File: config.mk
export PLATFORM = sky130hd
export DESIGN_NAME = key_debounce_autorepeat_flat
export DESIGN_NICKNAME = d
export VERILOG_FILES = /design/src/hdl/kda_pkg.sv /design/src/hdl/kda_if.sv /design/src/hdl/key_debounce_autorepeat.sv /design/src/flat_wrapper.sv
export SDC_FILE = /design/constraint.sdc
export NUM_CORES = 1
export LEC_CHECK = 0
export BUFFER_PORTS_ARGS = -buffer_cell sky130_fd_sc_hd__buf_4
export CAP_MARGIN = 20
export CORE_ASPECT_RATIO = 1.1
export CORE_MARGIN = 5
export CORE_UTILIZATION = 35
export CTS_BUF_LIST = sky130_fd_sc_hd__clkbuf_8
export CTS_CLUSTER_DIAMETER = 60
export CTS_CLUSTER_SIZE = 28
export DETAILED_ROUTE_END_ITERATION = 12
export PLACE_DENSITY = 0.6
export SETUP_SLACK_MARGIN = 0.4
export SYNTH_ARGS = -nofsm -noshare
export SYNTH_HDL_FRONTEND = slang
export SYNTH_SLANG_ARGS = --single-unit
File: constraint.sdc
create_clock -name clk -period 3.3 [get_ports clk]
set_clock_uncertainty 0.05 [all_clocks]
set_input_delay 0.165 -clock clk [delete_from_list [all_inputs] [get_ports clk]]
set_output_delay 0.165 -clock clk [all_outputs]
set_load 0.01 [all_outputs]
File: src/hdl/kda_pkg.sv
// Shared constants and types for the key debounce and auto-repeat block.
package kda_pkg;

  // Key identity bits that are kept. Only as many as the port carries are usable.
  localparam int KEY_ID_BITS = 8;
  localparam int KEY_PORT_BITS = 8;
  localparam int KEY_BITS = (KEY_ID_BITS < KEY_PORT_BITS) ? KEY_ID_BITS : KEY_PORT_BITS;

  localparam int TICK_BITS = 16;
  localparam int CFG_INDEX_BITS = 2;
  localparam int CFG_DATA_BITS = 16;

  // Configuration register indexes.
  localparam logic [CFG_INDEX_BITS-1:0] REG_PRESSED_LEVEL = 2'd0;
  localparam logic [CFG_INDEX_BITS-1:0] REG_DEBOUNCE = 2'd1;
  localparam logic [CFG_INDEX_BITS-1:0] REG_FIRST_REPEAT = 2'd2;
  localparam logic [CFG_INDEX_BITS-1:0] REG_REPEAT = 2'd3;

  // Reset values of the configuration registers.
  localparam logic [TICK_BITS-1:0] DEBOUNCE_RESET = 16'd60;
  localparam logic [TICK_BITS-1:0] FIRST_REPEAT_RESET = 16'd480;
  localparam logic [TICK_BITS-1:0] REPEAT_RESET = 16'd180;

  // Event codes.
  localparam logic [1:0] EV_NONE = 2'd0;
  localparam logic [1:0] EV_FIRST_PRESS = 2'd1;
  localparam logic [1:0] EV_REPEAT = 2'd2;

  // Auto-repeat progress of the remembered key.
  localparam logic [1:0] STAGE_NONE = 2'd0;
  localparam logic [1:0] STAGE_FIRST = 2'd1;
  localparam logic [1:0] STAGE_REPEAT = 2'd2;

  typedef enum logic [2:0] {
    PHASE_IDLE     = 3'b001,
    PHASE_DEBOUNCE = 3'b010,
    PHASE_REPEAT   = 3'b100
  } phase_t;

endpackage

File: src/hdl/kda_if.sv
// Handshake channel interfaces: key tick input, key event output, configuration writes.
interface kda_in_if;
  logic                                valid;
  logic                                ready;
  logic [kda_pkg::KEY_PORT_BITS-1:0]   key_id;
  logic                                key_level;
  modport source (output valid, output key_id, output key_level, input ready);
  modport sink (input valid, input key_id, input key_level, output ready);
endinterface

interface kda_out_if;
  logic                                valid;
  logic                                ready;
  logic [1:0]                          event_code;
  logic [kda_pkg::KEY_PORT_BITS-1:0]   event_key;
  modport source (output valid, output event_code, output event_key, input ready);
  modport sink (input valid, input event_code, input event_key, output ready);
endinterface

interface kda_cfg_if;
  logic                                valid;
  logic                                ready;
  logic [kda_pkg::CFG_INDEX_BITS-1:0]  index;
  logic [kda_pkg::CFG_DATA_BITS-1:0]   data;
  modport source (output valid, output index, output data, input ready);
  modport sink (input valid, input index, input data, output ready);
endinterface

File: src/hdl/key_debounce_autorepeat.sv
// Key debounce and auto-repeat: one tick per input transfer, at most one event per tick.
//
// Each input transfer is one timer tick that carries the polled key and its raw level.
// The block takes one tick every clock cycle unless a waiting event stalls it. The poll
// state and any event are both registered at the edge of the transfer, and an event
// leaves the block from its output register. A new tick is taken while that register
// is empty or is being drained in the same cycle, so the rate is one tick per cycle
// as long as the event sink keeps up. During a debounce or repeat
// wait the key identity of incoming ticks is ignored and their level is taken as the
// level of the key being polled. Configuration writes are taken at any time, but should
// only be made while no poll is in progress and no event is waiting.
module key_debounce_autorepeat (
  input  logic        clk,
  input  logic        rst,
  kda_in_if.sink      key_in,
  kda_out_if.source   event_out,
  kda_cfg_if.sink     cfg
);
  import kda_pkg::*;

  logic                 pressed_level;
  logic [TICK_BITS-1:0] debounce_ticks;
  logic [TICK_BITS-1:0] first_repeat_ticks;
  logic [TICK_BITS-1:0] repeat_ticks;

  phase_t               phase, phase_next;
  logic [TICK_BITS-1:0] wait_count, wait_count_next;
  logic [KEY_BITS-1:0]  poll_key, poll_key_next;
  logic [KEY_BITS-1:0]  held_key, held_key_next;
  logic                 held_valid, held_valid_next;
  logic [1:0]           repeat_stage, repeat_stage_next;

  logic                 out_valid;
  logic [1:0]           out_code;
  logic [KEY_PORT_BITS-1:0] out_key;

  logic                 accept;
  logic                 pressed;
  logic                 wait_over;
  logic [KEY_BITS-1:0]  tick_key;
  logic                 emit;
  logic [1:0]           emit_code;
  logic [KEY_BITS-1:0]  emit_key;

  assign cfg.ready = 1'b1;

  always_ff @(posedge clk) begin
    if (rst) begin
      pressed_level      <= 1'b0;
      debounce_ticks     <= DEBOUNCE_RESET;
      first_repeat_ticks <= FIRST_REPEAT_RESET;
      repeat_ticks       <= REPEAT_RESET;
    end else if (cfg.valid) begin
      unique case (cfg.index)
        REG_PRESSED_LEVEL: pressed_level      <= cfg.data[0];
        REG_DEBOUNCE:      debounce_ticks     <= cfg.data;
        REG_FIRST_REPEAT:  first_repeat_ticks <= cfg.data;
        REG_REPEAT:        repeat_ticks       <= cfg.data;
        default: ;
      endcase
    end
  end

  // The output register frees itself in the cycle it is drained.
  assign key_in.ready = !out_valid || event_out.ready;
  assign accept = key_in.valid && key_in.ready;

  assign tick_key  = key_in.key_id[KEY_BITS-1:0];
  assign pressed   = (key_in.key_level == pressed_level);
  // A wait length of zero behaves as a single tick.
  assign wait_over = (wait_count <= TICK_BITS'(1));

  always_comb begin
    phase_next        = phase;
    wait_count_next   = wait_count;
    poll_key_next     = poll_key;
    held_key_next     = held_key;
    held_valid_next   = held_valid;
    repeat_stage_next = repeat_stage;
    emit              = 1'b0;
    emit_code         = EV_NONE;
    emit_key          = poll_key;
    unique case (phase)
      PHASE_DEBOUNCE: begin
        if (!wait_over) begin
          wait_count_next = wait_count - TICK_BITS'(1);
        end else begin
          wait_count_next = '0;
          phase_next      = PHASE_IDLE;
          if (!pressed) begin
            emit = 1'b1;
          end else if (held_valid && held_key == poll_key) begin
            wait_count_next   = (repeat_stage == STAGE_FIRST) ? first_repeat_ticks
                                                              : repeat_ticks;
            repeat_stage_next = STAGE_REPEAT;
            phase_next        = PHASE_REPEAT;
          end else begin
            held_key_next     = poll_key;
            held_valid_next   = 1'b1;
            repeat_stage_next = STAGE_FIRST;
            emit              = 1'b1;
            emit_code         = EV_FIRST_PRESS;
          end
        end
      end
      PHASE_REPEAT: begin
        if (!wait_over) begin
          wait_count_next = wait_count - TICK_BITS'(1);
        end else begin
          wait_count_next = '0;
          phase_next      = PHASE_IDLE;
          emit            = 1'b1;
          if (!pressed) begin
            held_key_next     = '0;
            held_valid_next   = 1'b0;
            repeat_stage_next = STAGE_NONE;
          end else begin
            emit_code = EV_REPEAT;
          end
        end
      end
      default: begin
        phase_next = PHASE_IDLE;
        if (!pressed) begin
          emit     = 1'b1;
          emit_key = tick_key;
        end else begin
          poll_key_next   = tick_key;
          wait_count_next = debounce_ticks;
          phase_next      = PHASE_DEBOUNCE;
        end
      end
    endcase
  end

  always_ff @(posedge clk) begin
    if (rst) begin
      phase        <= PHASE_IDLE;
      wait_count   <= '0;
      poll_key     <= '0;
      held_key     <= '0;
      held_valid   <= 1'b0;
      repeat_stage <= STAGE_NONE;
    end else if (accept) begin
      phase        <= phase_next;
      wait_count   <= wait_count_next;
      poll_key     <= poll_key_next;
      held_key     <= held_key_next;
      held_valid   <= held_valid_next;
      repeat_stage <= repeat_stage_next;
    end
  end

  always_ff @(posedge clk) begin
    if (rst) begin
      out_valid <= 1'b0;
    end else if (accept && emit) begin
      out_valid <= 1'b1;
    end else if (event_out.ready) begin
      out_valid <= 1'b0;
    end
  end

  always_ff @(posedge clk) begin
    if (accept && emit) begin
      out_code <= emit_code;
      out_key  <= KEY_PORT_BITS'(emit_key);
    end
  end

  assign event_out.valid      = out_valid;
  assign event_out.event_code = out_code;
  assign event_out.event_key  = out_key;

endmodule
File: src/flat_wrapper.sv
// flat-port wrapper written by rule: the top's interface ports become plain ports
module key_debounce_autorepeat_flat import kda_pkg::*;
  (clk, rst, key_in_valid, key_in_key_id, key_in_key_level, key_in_ready, event_out_valid, event_out_event_code, event_out_event_key, event_out_ready, cfg_valid, cfg_index, cfg_data, cfg_ready);
  kda_in_if key_in_i ();
  kda_out_if event_out_i ();
  kda_cfg_if cfg_i ();
  input  logic clk;
  input  logic rst;
  input wire logic [$bits(key_in_i.valid)-1:0] key_in_valid;
  input wire logic [$bits(key_in_i.key_id)-1:0] key_in_key_id;
  input wire logic [$bits(key_in_i.key_level)-1:0] key_in_key_level;
  output wire logic [$bits(key_in_i.ready)-1:0] key_in_ready;
  output wire logic [$bits(event_out_i.valid)-1:0] event_out_valid;
  output wire logic [$bits(event_out_i.event_code)-1:0] event_out_event_code;
  output wire logic [$bits(event_out_i.event_key)-1:0] event_out_event_key;
  input wire logic [$bits(event_out_i.ready)-1:0] event_out_ready;
  input wire logic [$bits(cfg_i.valid)-1:0] cfg_valid;
  input wire logic [$bits(cfg_i.index)-1:0] cfg_index;
  input wire logic [$bits(cfg_i.data)-1:0] cfg_data;
  output wire logic [$bits(cfg_i.ready)-1:0] cfg_ready;
  assign key_in_i.valid = key_in_valid;
  assign key_in_i.key_id = key_in_key_id;
  assign key_in_i.key_level = key_in_key_level;
  assign key_in_ready = key_in_i.ready;
  assign event_out_valid = event_out_i.valid;
  assign event_out_event_code = event_out_i.event_code;
  assign event_out_event_key = event_out_i.event_key;
  assign event_out_i.ready = event_out_ready;
  assign cfg_i.valid = cfg_valid;
  assign cfg_i.index = cfg_index;
  assign cfg_i.data = cfg_data;
  assign cfg_ready = cfg_i.ready;
  key_debounce_autorepeat u_core (.clk(clk), .rst(rst), .key_in(key_in_i), .event_out(event_out_i), .cfg(cfg_i));
endmodule
==> results.py, run 1 <==
metrics = {
    "floorplanning": {
        "ios": 45,
        "die_x_microns": 118,
        "rows": 43,
        "dieArea_sq_mm": 0.0153,
        "die_h_microns": 129,
        "initial_core_util": 0.357,
        "coreArea_sq_mm": 0.0126,
    },
    "cells_and_area": {
        "antenna_cells": 0,
        "area_growth_pct": 19.8,
        "final_layout_size_suffix_gt1_frac": 0.171,
        "final_nets": 619,
        "fin_util": 0.428,
    },
    "placed_design": {
        "portBuffers": 43,
        "pre_cts_ws_ns": 0.566,
        "gp_congestion": 0.858,
        "hpwlAfterDp_microns": 8000,
    },
    "timing": {
        "fin_ws_ns": 0.590,
        "maxSlewHeadroom": 0.366,
        "setup_viol": 0,
        "final.period_utilization": 0.821,
        "timing.final.hold_violations": 0,
        "slew_violations": 0,
        "period_minus_slack_ns": 2.71,
        "whs_ns": 0.0805,
        "fmax_mhz": 369,
        "rsz0062_at_grt": "false",
        "worstMarginPinSlew_ns": 0.948,
        "setup_tns_ns": 0,
    },
    "clock_network": {
        "cts_sinks": 98,
        "postCtsSetupRepairBufs": 0,
        "cts-buffers-inserted": 9,
        "tritoncts": "done",
        "clk_pin_slew_ns": 0.09,
        "cts_htree_levels": 3,
        "clock_path_buffers": 2,
        "cts-root-buf": "clkbuf_8",
        "insertion_delay_ns": 0.38,
    },
    "grt": {
        "busiest_layer": "met2",
        "grt_start_max_net_pins": 84,
        "grt_use_met1": 0.204,
        "grt_pass1_vias": 3914,
        "grt_use_total": 0.155,
        "grtUsageMet3": 0.0319,
        "grt_pass1_wl_microns": 19400,
        "globalRouteMet2Util": 0.253,
        "antenna_found_initial": 0,
        "overflow": 0,
    },
    "power_and_ir_drop": {
        "clkPwrFrac": 0.313,
        "swShare": 0.276,
        "power.share.combinational": 0.159,
        "total_power_mw": 2.46,
        "p_sw_mw": 0.678,
        "pwr-share-seq": 0.528,
        "max-vdd-ir-drop_v": 0.000293,
        "powerDensity_mw_per_mm2": 455,
        "total_leakage_power_nw": 2.10,
        "internal-power_mw": 1.78,
    },
    "yosys": {
        "synth-async-reset-ratio": 0,
        "synth_cell_types": 53,
        "syn_area_sq_mm": 0.00451,
        "synth_seq_cells": 98,
        "synthTopCellsByArea": "dfxtp_1 39%, nand2_1 11%, a21oi_1 7.0%, edfxtp_1 6.7%, mux2_2 5.0%",
        "synth_top_cell_by_area": "dfxtp_1",
        "synth_edf_count": 10,
        "seq_area_frac_synth": 0.457,
        "yosysTopAreaCellShare": 0.390,
        "synth_ff_type": "dfxtp_1",
        "syn_nets": 562,
        "syn_avg_cell_area_sq_um": 8.55,
        "ys.warnings.count": 0,
        "syn_inst": 528,
    },
    "hold_path": {
        "hold_class": "input pin to register",
    },
    "status": {
        "status": "finished clean",
    },
    "routing": {
        "viasPerCell": 5.27,
        "ant_nets": 0,
        "drt_wl_total_microns": 11500,
        "num_vias": 3938,
        "drc": 0,
        "firstDrtPassIters": 5,
        "drtIter0Drc": 294,
        "wl_per_cell_microns": 15.4,
    },
    "critical_path": {
        "start_kind": "register",
        "cp-end-kind": "register",
        "worstPathArrival_ns": 2.93,
        "cp_data_required_time_ns": 3.52,
        "critPathKind": "register to register",
        "critPathMaxFanout": 9,
    },
    "run": {
        "cap_violations": 0,
    },
}
[cells in the mapped netlist, types with 8 or more instances]
cell	n
mux2_2	20
nand3b_1	17
edfxtp_1	10
xnor2_1	10
mux2i_1	10
nand3_1	9
clkbuf_1	24
o21ai_0	16
a22o_1	8
a21oi_1	63
nand2_1	138
dfxtp_1	88
nor2_1	20
[kinds of logic (layout without fill, tap and decap cells)]
kind of cell,after synthesis,after routing,share of synthesized area
muxes,30,30,0.0721
AOI/OAI and AO/OA,121,121,0.169
and+or+nand+nor,227,227,0.235
xor gates and xnor gates,14,14,0.0272
buffers and inverters,35,97,0.0324
adders and majority gates,2,2,0.00555
other,1,1,0.000831
DFF,98,98,0.457
[worst paths after layout]
kind,start,endpoint,slack [ns],depth (start not counted)
max,u_core.wait_count[8]$_SDFFE_PP0P_,u_core.held_key[0]$_SDFFE_PP0P_,0.59,6
min,key_in_valid,u_core.phase[0]$_SDFFE_PP1P_,0.08,4
max reg2reg,u_core.wait_count[8]$_SDFFE_PP0P_,u_core.held_key[0]$_SDFFE_PP0P_,0.59,6
min reg2reg,u_core.repeat_ticks[6]$_SDFFE_PP0P_,u_core.repeat_ticks[6]$_SDFFE_PP0P_,0.41,2
[registers in the layout (all words and copies together) (netlist names)]
signal	flops
u_core.event_out.event_code	2
u_core.repeat_stage	2
u_core.held_valid	1
u_core.first_repeat_ticks	16
u_core.event_out.valid	1
u_core.repeat_ticks	16
u_core.wait_count	16
u_core.poll_key	8
u_core.pressed_level	1
u_core.event_out.event_key	8
u_core.phase	3
u_core.held_key	8
u_core.debounce_ticks	16
[stage by stage]
step | cell area (sq um) | std cells
after floorplan | 4510 | 528
after global placement | 4950 | 705
after detailed placement | 4960 | 706
after CTS | 5400 | 746
after global routing | 5410 | 747
final | 5410 | 747
[routing by layer]
| metal | vias to the layer above | routed length (microns) |
|---|---|---|
| li1 | 1952 | - |
| met2 | 101 | 5330 |
| met3 | 14 | 594 |
| met5 | - | 0 |
| met1 | 1871 | 5390 |
| met4 | 0 | 192 |
[area by class of cell]
cell class | instances | area [sq um]
tap | 157 | 196
fill | 1270 | 7240
sequential | 98 | 2060
clock inverter | 7 | 67.6
multi-input combinational | 395 | 2300
timing repair buffer | 75 | 627
clock buffer | 9 | 124
inverter | 6 | 26.3
[power by group through the flow]
stage / clock [mW] / sequential, mW / combinational (mW)
floorplan: 0 / 1.32 / 0.250
global placement: 0 / 1.32 / 0.360
detailed placement: 0 / 1.33 / 0.366
CTS: 0.800 / 1.30 / 0.390
global route: 0.845 / 1.31 / 0.436
finish: 0.769 / 1.30 / 0.392
[what timing repair did]
action,CTS,global route
endpoints found under the setup margin,0,10
gates resized for setup,0,1
hold endpoints to repair,56,0
hold buffers,24,0
[worst max-delay path: stages, from the launching register on]
cell,delay [ns]
dfxtp_1,0.38
or4_4,0.57
or4_4,0.54
a2111o_4,0.50
a31oi_4,0.20
nor2_4,0.09
a22o_1,0.28
[cell usage in the layout, fill, tap and decap left out, types with 3 or more instances in the layout]
cell,count
edfxtp_1,10
xor2_1,4
dfxtp_1,88
o211ai_1,4
o21ai_0,16
buf_4,50
nand3b_1,17
o21a_1,3
clkbuf_8,9
nor3_1,6
mux2i_1,10
nand2b_1,6
a221oi_1,6
xnor2_1,10
mux2_2,20
dlygate4sd3_1,24
a21oi_1,63
or2_2,3
nor2_1,20
clkinv_2,4
a211oi_1,6
inv_1,5
nand2_1,138
nand3_1,9
or3_1,4
a22o_1,8
nor4_1,6
nor3b_1,3
Power figures use the tool's default switching activity.
==> run 2: changes to the inputs <==
--- a/config.mk
+++ b/config.mk
@@ -5,6 +5,7 @@
 export SDC_FILE = /design/constraint.sdc
 export NUM_CORES = 1
 export LEC_CHECK = 0
+export ABC_AREA = 1
 export BUFFER_PORTS_ARGS = -buffer_cell sky130_fd_sc_hd__buf_4
 export CAP_MARGIN = 20
 export CORE_ASPECT_RATIO = 1.1
==> constraint.sdc (replaced) <==
create_clock -name clk -period 2.74 [get_ports clk]
set_clock_uncertainty 0.05 [all_clocks]
set_input_delay 0.137 -clock clk [delete_from_list [all_inputs] [get_ports clk]]
set_output_delay 0.137 -clock clk [all_outputs]
set_load 0.01 [all_outputs]
==> run 2 against run 1 <==
  * Core utilization about the same
  * Worst hold slack worse by 0.060 ns
  * Via count up 12%
  * Non-clock buffer count down 6
  * Critical endpoint is now u_core.event_out.event_key[1]$_DFFE_PP_
  * Clock-buffer cell count up 2
  * Power up 35%
==> results.py, run 2 <==
metrics = {
    "placed_design": {
        "gp_congestion": 0.854,
        "hpwlAfterDp_microns": 9170,
        "dpl_cell_area_sq_mm": 0.00517,
        "dp.cells": 846,
        "pre_cts_ws_ns": 0.406,
        "portBuffers": 43,
    },
    "timing": {
        "setup_tns_ns": 0,
        "slew_violations": 0,
        "rsz0062_at_grt": "false",
        "period_minus_slack_ns": 2.17,
        "fin_ws_ns": 0.567,
        "final.period_utilization": 0.793,
        "fmax_mhz": 460,
        "maxSlewHeadroom": 0.570,
        "timing.final.hold_violations": 0,
        "setup_viol": 0,
        "worstMarginPinSlew_ns": 0.645,
    },
    "floorplanning": {
        "ios": 45,
        "dieArea_sq_mm": 0.0159,
        "coreArea_sq_mm": 0.0132,
        "die_x_microns": 121,
        "initial_core_util": 0.358,
        "rows": 44,
        "die_h_microns": 132,
    },
    "yosys": {
        "ys.warnings.count": 0,
        "yosys.cell_count.top_type": "nand2_1",
        "synth_cell_types": 37,
        "synth_seq_cells": 98,
        "seq_area_frac_synth": 0.436,
        "synth-async-reset-ratio": 0,
        "yosysTopAreaCellShare": 0.373,
        "synth_common_cells": "109 x nand2_1, 104 x nor2_1, 88 x dfxtp_1",
        "synth_ff_type": "dfxtp_1",
        "synth_edf_count": 10,
        "syn_inst": 662,
        "synth_top_cell_by_area": "dfxtp_1",
        "syn_nets": 696,
        "syn_avg_cell_area_sq_um": 7.14,
        "syn_area_sq_mm": 0.00472,
        "synthTopCellsByArea": "dfxtp_1 37%, nand2_1 8.7%, nor2_1 8.3%, a21oi_1 7.6%, o21ai_0 7.3%",
    },
    "cells_and_area": {
        "final_cell_mix": "108 x nand2_1, 104 x nor2_1, 88 x dfxtp_1",
        "final_nets": 752,
        "final_layout_size_suffix_gt1_frac": 0.136,
        "final_cells": 883,
        "stdcell_area_sq_mm": 0.00565,
        "area_growth_pct": 19.5,
        "layout_commonest_cell": "nand2_1",
        "antenna_cells": 0,
    },
    "clock_network": {
        "cts_htree_levels": 3,
        "cts_sinks": 98,
        "insertion_delay_ns": 0.38,
        "clk_pin_slew_ns": 0.09,
        "clock_path_buffers": 2,
        "postCtsSetupRepairBufs": 0,
        "cts-buffers-inserted": 9,
        "tritoncts": "done",
        "cts-root-buf": "clkbuf_8",
    },
    "routing": {
        "drt_wl_total_microns": 12600,
        "num_vias": 4410,
        "viasPerCell": 4.99,
        "wl_per_cell_microns": 14.2,
        "firstDrtPassIters": 4,
        "drc": 0,
        "drtIter0Drc": 322,
        "ant_nets": 0,
    },
    "grt": {
        "grt_pass1_wl_microns": 20500,
        "grt_use_total": 0.162,
        "antenna_found_initial": 0,
        "grt_pass1_vias": 4333,
        "grt_start_max_net_pins": 55,
        "overflow": 0,
    },
    "power_and_ir_drop": {
        "powerDensity_mw_per_mm2": 586,
        "total_leakage_power_nw": 2.44,
        "max-vdd-ir-drop_v": 0.000426,
    },
    "critical_path": {
        "ff2ff_setup_slack_ns": 0.57,
        "path_cells": "inv_1 > ha_1 > nand2_2 > a21oi_2 > nand2_4 > nand2_4 > inv_1 > nor2_2 > nand2_2 > clkinvlp_4",
        "critPathMaxFanout": 12,
        "start_kind": "register",
        "cp-end-kind": "register",
        "critPathKind": "register to register",
        "cp_slowest_cell": "dfxtp_1",
        "cpPeakStageDelay_ns": 0.34,
        "worstPathArrival_ns": 2.21,
        "cp_data_required_time_ns": 2.78,
    },
    "run": {
        "cap_violations": 0,
    },
    "status": {
        "status": "finished clean",
    },
    "hold_path": {
        "hold_class": "input pin to register",
    },
}
==> run 2: cell count changes in the layout (fill, tap and decap cells not counted), sizes merged, moves of 10 or more <==
cell    before  now
a21oi       63   74
mux2        20    2
nand3        9   46
nand2      138  119
nor2        21  113
mux2i       10    0
nand3b      17    1
o21ai       17   70
inv          6   76
==> run 2: area by class of cell <==
class / count / area (sq um)
clock buffers: 11 / 151
repair buffers: 69 / 571
repair inverters: 1 / 7.51
clock inverters: 4 / 98.8
fillers: 1367 / 7560
well taps: 161 / 201
inverters: 79 / 303
flip-flops and latches: 98 / 2060
multi-input cells: 460 / 2250
==> run 2: final timing paths <==
| kind | depth (start not counted) | to | startpoint |
|---|---|---|---|
| worst min-delay path | 3 | u_core.poll_key[3]$_SDFFE_PP0P_ | key_in_key_id[3] |
| worst max-delay path | 10 | u_core.event_out.event_key[1]$_DFFE_PP_ | u_core.wait_count[0]$_SDFFE_PP0P_ |
| worst max register to register | 10 | u_core.event_out.event_key[1]$_DFFE_PP_ | u_core.wait_count[0]$_SDFFE_PP0P_ |
| worst min register to register | 2 | u_core.repeat_ticks[6]$_SDFFE_PP0P_ | u_core.repeat_ticks[6]$_SDFFE_PP0P_ |
==> run 2: stage by stage <==
stage               total power [mW]   util  hold WS (ns)
floorplan                       1.98      -         0.187
global placement                2.16  0.391         0.324
detailed placement              2.16  0.391         0.326
CTS                             3.34  0.426       0.00129
global route                    3.49  0.427        0.0107
finish                          3.31  0.427        0.0202
==> run 2: critical path, delay by kind of cell, from the launching register on <==
family / cells / cell delay [ns]
buffers and inverters: 3 / 0.38
AOI/OAI and AO/OA: 1 / 0.19
adders and majority gates: 1 / 0.23
DFF: 1 / 0.34
and+or+nand+nor: 5 / 0.69
==> run 2: kinds of logic (layout without fill, tap and decap cells) <==
| kind of cell | Yosys count | after routing | synth area share |
|---|---|---|---|
| AND/OR/NAND/NOR | 285 | 285 | 0.265 |
| AO/OA/AOI/OAI | 158 | 158 | 0.176 |
| buffers and inverters | 104 | 164 | 0.0882 |
| flip-flops | 98 | 98 | 0.436 |
| XOR/XNOR | 12 | 12 | 0.0238 |
| adder cells (fa/ha/maj) | 2 | 2 | 0.00530 |
| multiplexers | 2 | 2 | 0.00477 |
| other | 1 | 1 | 0.000794 |
==> run 2: what timing repair did <==
| item | 4_1_cts | 5_1_grt |
|---|---|---|
| endpoints found under the setup margin | 10 | 10 |
| endpoints found under the hold margin | 44 | 0 |
| hold buffers | 21 | 0 |
| resized for setup | 1 | 3 |
| gates cloned | 0 | 1 |
==> run 2: routing by layer <==
layer / routed length [microns] / track usage
met4: 212 / 0.0485
met3: 585 / 0.0408
met1: 5190 / 0.183
met2: 6580 / 0.296
met5: 0 / 0
==> run 2: report_power, final <==
| group | switching [mW] | internal, mW | total, mW |
|---|---|---|---|
| Clock | 0.498 | 0.653 | 1.15 |
| Sequential | 0.0521 | 1.54 | 1.59 |
| Combinational | 0.353 | 0.217 | 0.571 |
| Total | 0.904 | 2.41 | 3.31 |
==> run 3: changes to the inputs <==
--- a/config.mk
+++ b/config.mk
@@ -15,7 +15,7 @@
 export CTS_CLUSTER_DIAMETER = 60
 export CTS_CLUSTER_SIZE = 28
 export DETAILED_ROUTE_END_ITERATION = 12
-export PLACE_DENSITY = 0.6
+export PLACE_DENSITY = 0.62
 export SETUP_SLACK_MARGIN = 0.4
 export SYNTH_ARGS = -nofsm -noshare
 export SYNTH_HDL_FRONTEND = slang
==> constraint.sdc (replaced) <==
create_clock -name clk -period 1.8 [get_ports clk]
set_clock_uncertainty 0.05 [all_clocks]
set_input_delay 0.09 -clock clk [delete_from_list [all_inputs] [get_ports clk]]
set_output_delay 0.09 -clock clk [all_outputs]
set_load 0.01 [all_outputs]
==> run 3 against run 2 <==
  * Global-route usage rose by 1.7 points
  * Sequential share of layout area shrank 5.5 points
  * Worst hold slack improved by 0.040 ns
  * Critical path type unchanged
==> results.py, run 3 (synthesis results as in run 2) <==
metrics = {
    "routing": {
        "num_vias": 4786,
        "viasPerCell": 5.08,
        "drc": 0,
        "wl_per_cell_microns": 15.3,
        "firstDrtPassIters": 5,
        "ant_nets": 0,
        "drt_wl_total_microns": 14400,
        "drtIter0Drc": 186,
    },
    "cells_and_area": {
        "final_cell_mix": "85 x nand2_1, 82 x buf_4, 81 x nor2_1",
        "final_nets": 810,
        "final_layout_size_suffix_gt1_frac": 0.346,
        "layout_commonest_cell": "nand2_1",
        "area_growth_pct": 42.7,
        "antenna_cells": 0,
    },
    "timing": {
        "worstMarginPinSlew_ns": 0.557,
        "final.period_utilization": 0.927,
        "rsz0062_at_grt": "true",
        "timing.final.hold_violations": 0,
        "setup_tns_ns": 0,
        "maxSlewHeadroom": 0.627,
        "slew_violations": 0,
        "fmax_mhz": 599,
        "whs_ns": 0.0598,
        "setup_viol": 0,
        "period_minus_slack_ns": 1.67,
    },
    "floorplanning": {
        "rows": 44,
        "die_h_microns": 132,
        "coreArea_sq_mm": 0.0132,
        "dieArea_sq_mm": 0.0159,
        "initial_core_util": 0.358,
        "ios": 45,
        "die_x_microns": 121,
    },
    "grt": {
        "grt_pass1_wl_microns": 23000,
        "grt_pass1_vias": 4838,
        "overflow": 0,
        "grt_start_max_net_pins": 67,
        "antenna_found_initial": 0,
        "grt_use_total": 0.179,
    },
    "clock_network": {
        "cts_sinks": 98,
        "tritoncts": "done",
        "cts-root-buf": "clkbuf_8",
        "cts_htree_levels": 3,
        "clk_pin_slew_ns": 0.10,
        "clock_path_buffers": 2,
        "insertion_delay_ns": 0.39,
        "cts-buffers-inserted": 9,
    },
    "placed_design": {
        "portBuffers": 43,
        "gp_congestion": 0.901,
        "hpwlAfterDp_microns": 9200,
    },
    "critical_path": {
        "reg2reg_to": "u_core.event_out.event_key[3]$_DFFE_PP_",
        "critPathMaxFanout": 5,
        "cp-end-kind": "register",
        "cpPeakStageDelay_ns": 0.38,
        "start_kind": "register",
        "r2r_cells": 10,
        "cp_slowest_cell": "dfxtp_4",
        "crit_start": "u_core.wait_count[0]$_SDFFE_PP0P_",
        "cp-endpoint": "u_core.event_out.event_key[3]$_DFFE_PP_",
        "reg2reg_from": "u_core.wait_count[0]$_SDFFE_PP0P_",
        "ff2ff_setup_slack_ns": 0.13,
        "worstPathArrival_ns": 1.73,
        "cp_data_required_time_ns": 1.86,
        "path_cells": "inv_4 > ha_4 > nand2_4 > a21oi_2 > nand2_2 > nand2_4 > inv_4 > nor2_4 > nand2_4 > inv_4",
        "critPathKind": "register to register",
    },
    "power_and_ir_drop": {
        "powerDensity_mw_per_mm2": 773,
        "max-vdd-ir-drop_v": 0.000464,
        "total_leakage_power_nw": 2.84,
    },
    "hold_path": {
        "min_path_cells": 4,
        "hold_class": "input pin to register",
    },
    "status": {
        "status": "finished clean",
    },
    "run": {
        "cap_violations": 0,
    },
}
==> run 3: worst max-delay path, delay by kind of cell (launching register included) <==
family	cells	cell delay (ns)
AND/OR/NAND/NOR	5	0.46
AO/OA/AOI/OAI	1	0.14
adder cells (fa/ha/maj)	1	0.15
flip-flops	1	0.38
buffers and inverters	3	0.20
==> run 3: area by class of cell <==
class	count	area (sq um)
clock buffer	10	138
clock inverter	6	63.8
fill	1264	6470
inverter	79	339
multi-input combinational	462	2800
sequential	98	2090
tap	161	201
timing repair buffer	125	1110
timing repair inverter	1	6.26
==> run 3: power by group <==
group | internal (mW) | switching (mW) | total [mW]
logic | 0.570 | 0.705 | 1.28
clock network | 0.680 | 0.819 | 1.50
registers | 2.34 | 0.0943 | 2.44
==> run 3: per-stage QoR <==
stage               power (mW)  instance area [sq um]  worst slack (ns)  std cells   util
detailed placement        3.36                   5410            0.0396        859  0.409
floorplan                 3.07                   4860             0.160        662      -
CTS                       5.02                   6330             0.164        929  0.479
global route              5.49                   6740            0.0159        942  0.510
finish                    5.21                   6740             0.131        942  0.510
global placement          3.35                   5410            0.0778        859  0.409
==> run 3: repair_timing <==
item	4_1_cts	5_1_grt
hold buffers	30	0
endpoints found under the setup margin	56	60
resized for setup	78	81
endpoints found under the hold margin	62	0
buffers inserted	21	12
cloned	3	1
pin swaps	29	38
==> run 3: per-layer routing <==
layer  routed length (microns)  track usage  vias up
li1                          -            -     2380
met1                      6010        0.203     2271
met2                      7490        0.329      112
met3                       472       0.0232       23
met4                       412       0.0812        0
met5                         0            0        -
==> run 3: how the worst min path moves through the flow <==
stage	from	to	slack (ns)
3_5_place_dp	cfg_data[8]	u_core.first_repeat_ticks[8]$_SDFFE_PP1P_	0.28
5_1_grt	cfg_valid	u_core.pressed_level$_SDFFE_PP0P_	0.08
3_3_place_gp	cfg_data[6]	u_core.first_repeat_ticks[6]$_SDFFE_PP1P_	0.27
6_report	cfg_valid	u_core.pressed_level$_SDFFE_PP0P_	0.06
2_1_floorplan	rst	u_core.repeat_ticks[2]$_SDFFE_PP1P_	0.14
4_1_cts	cfg_valid	u_core.pressed_level$_SDFFE_PP0P_	0.04
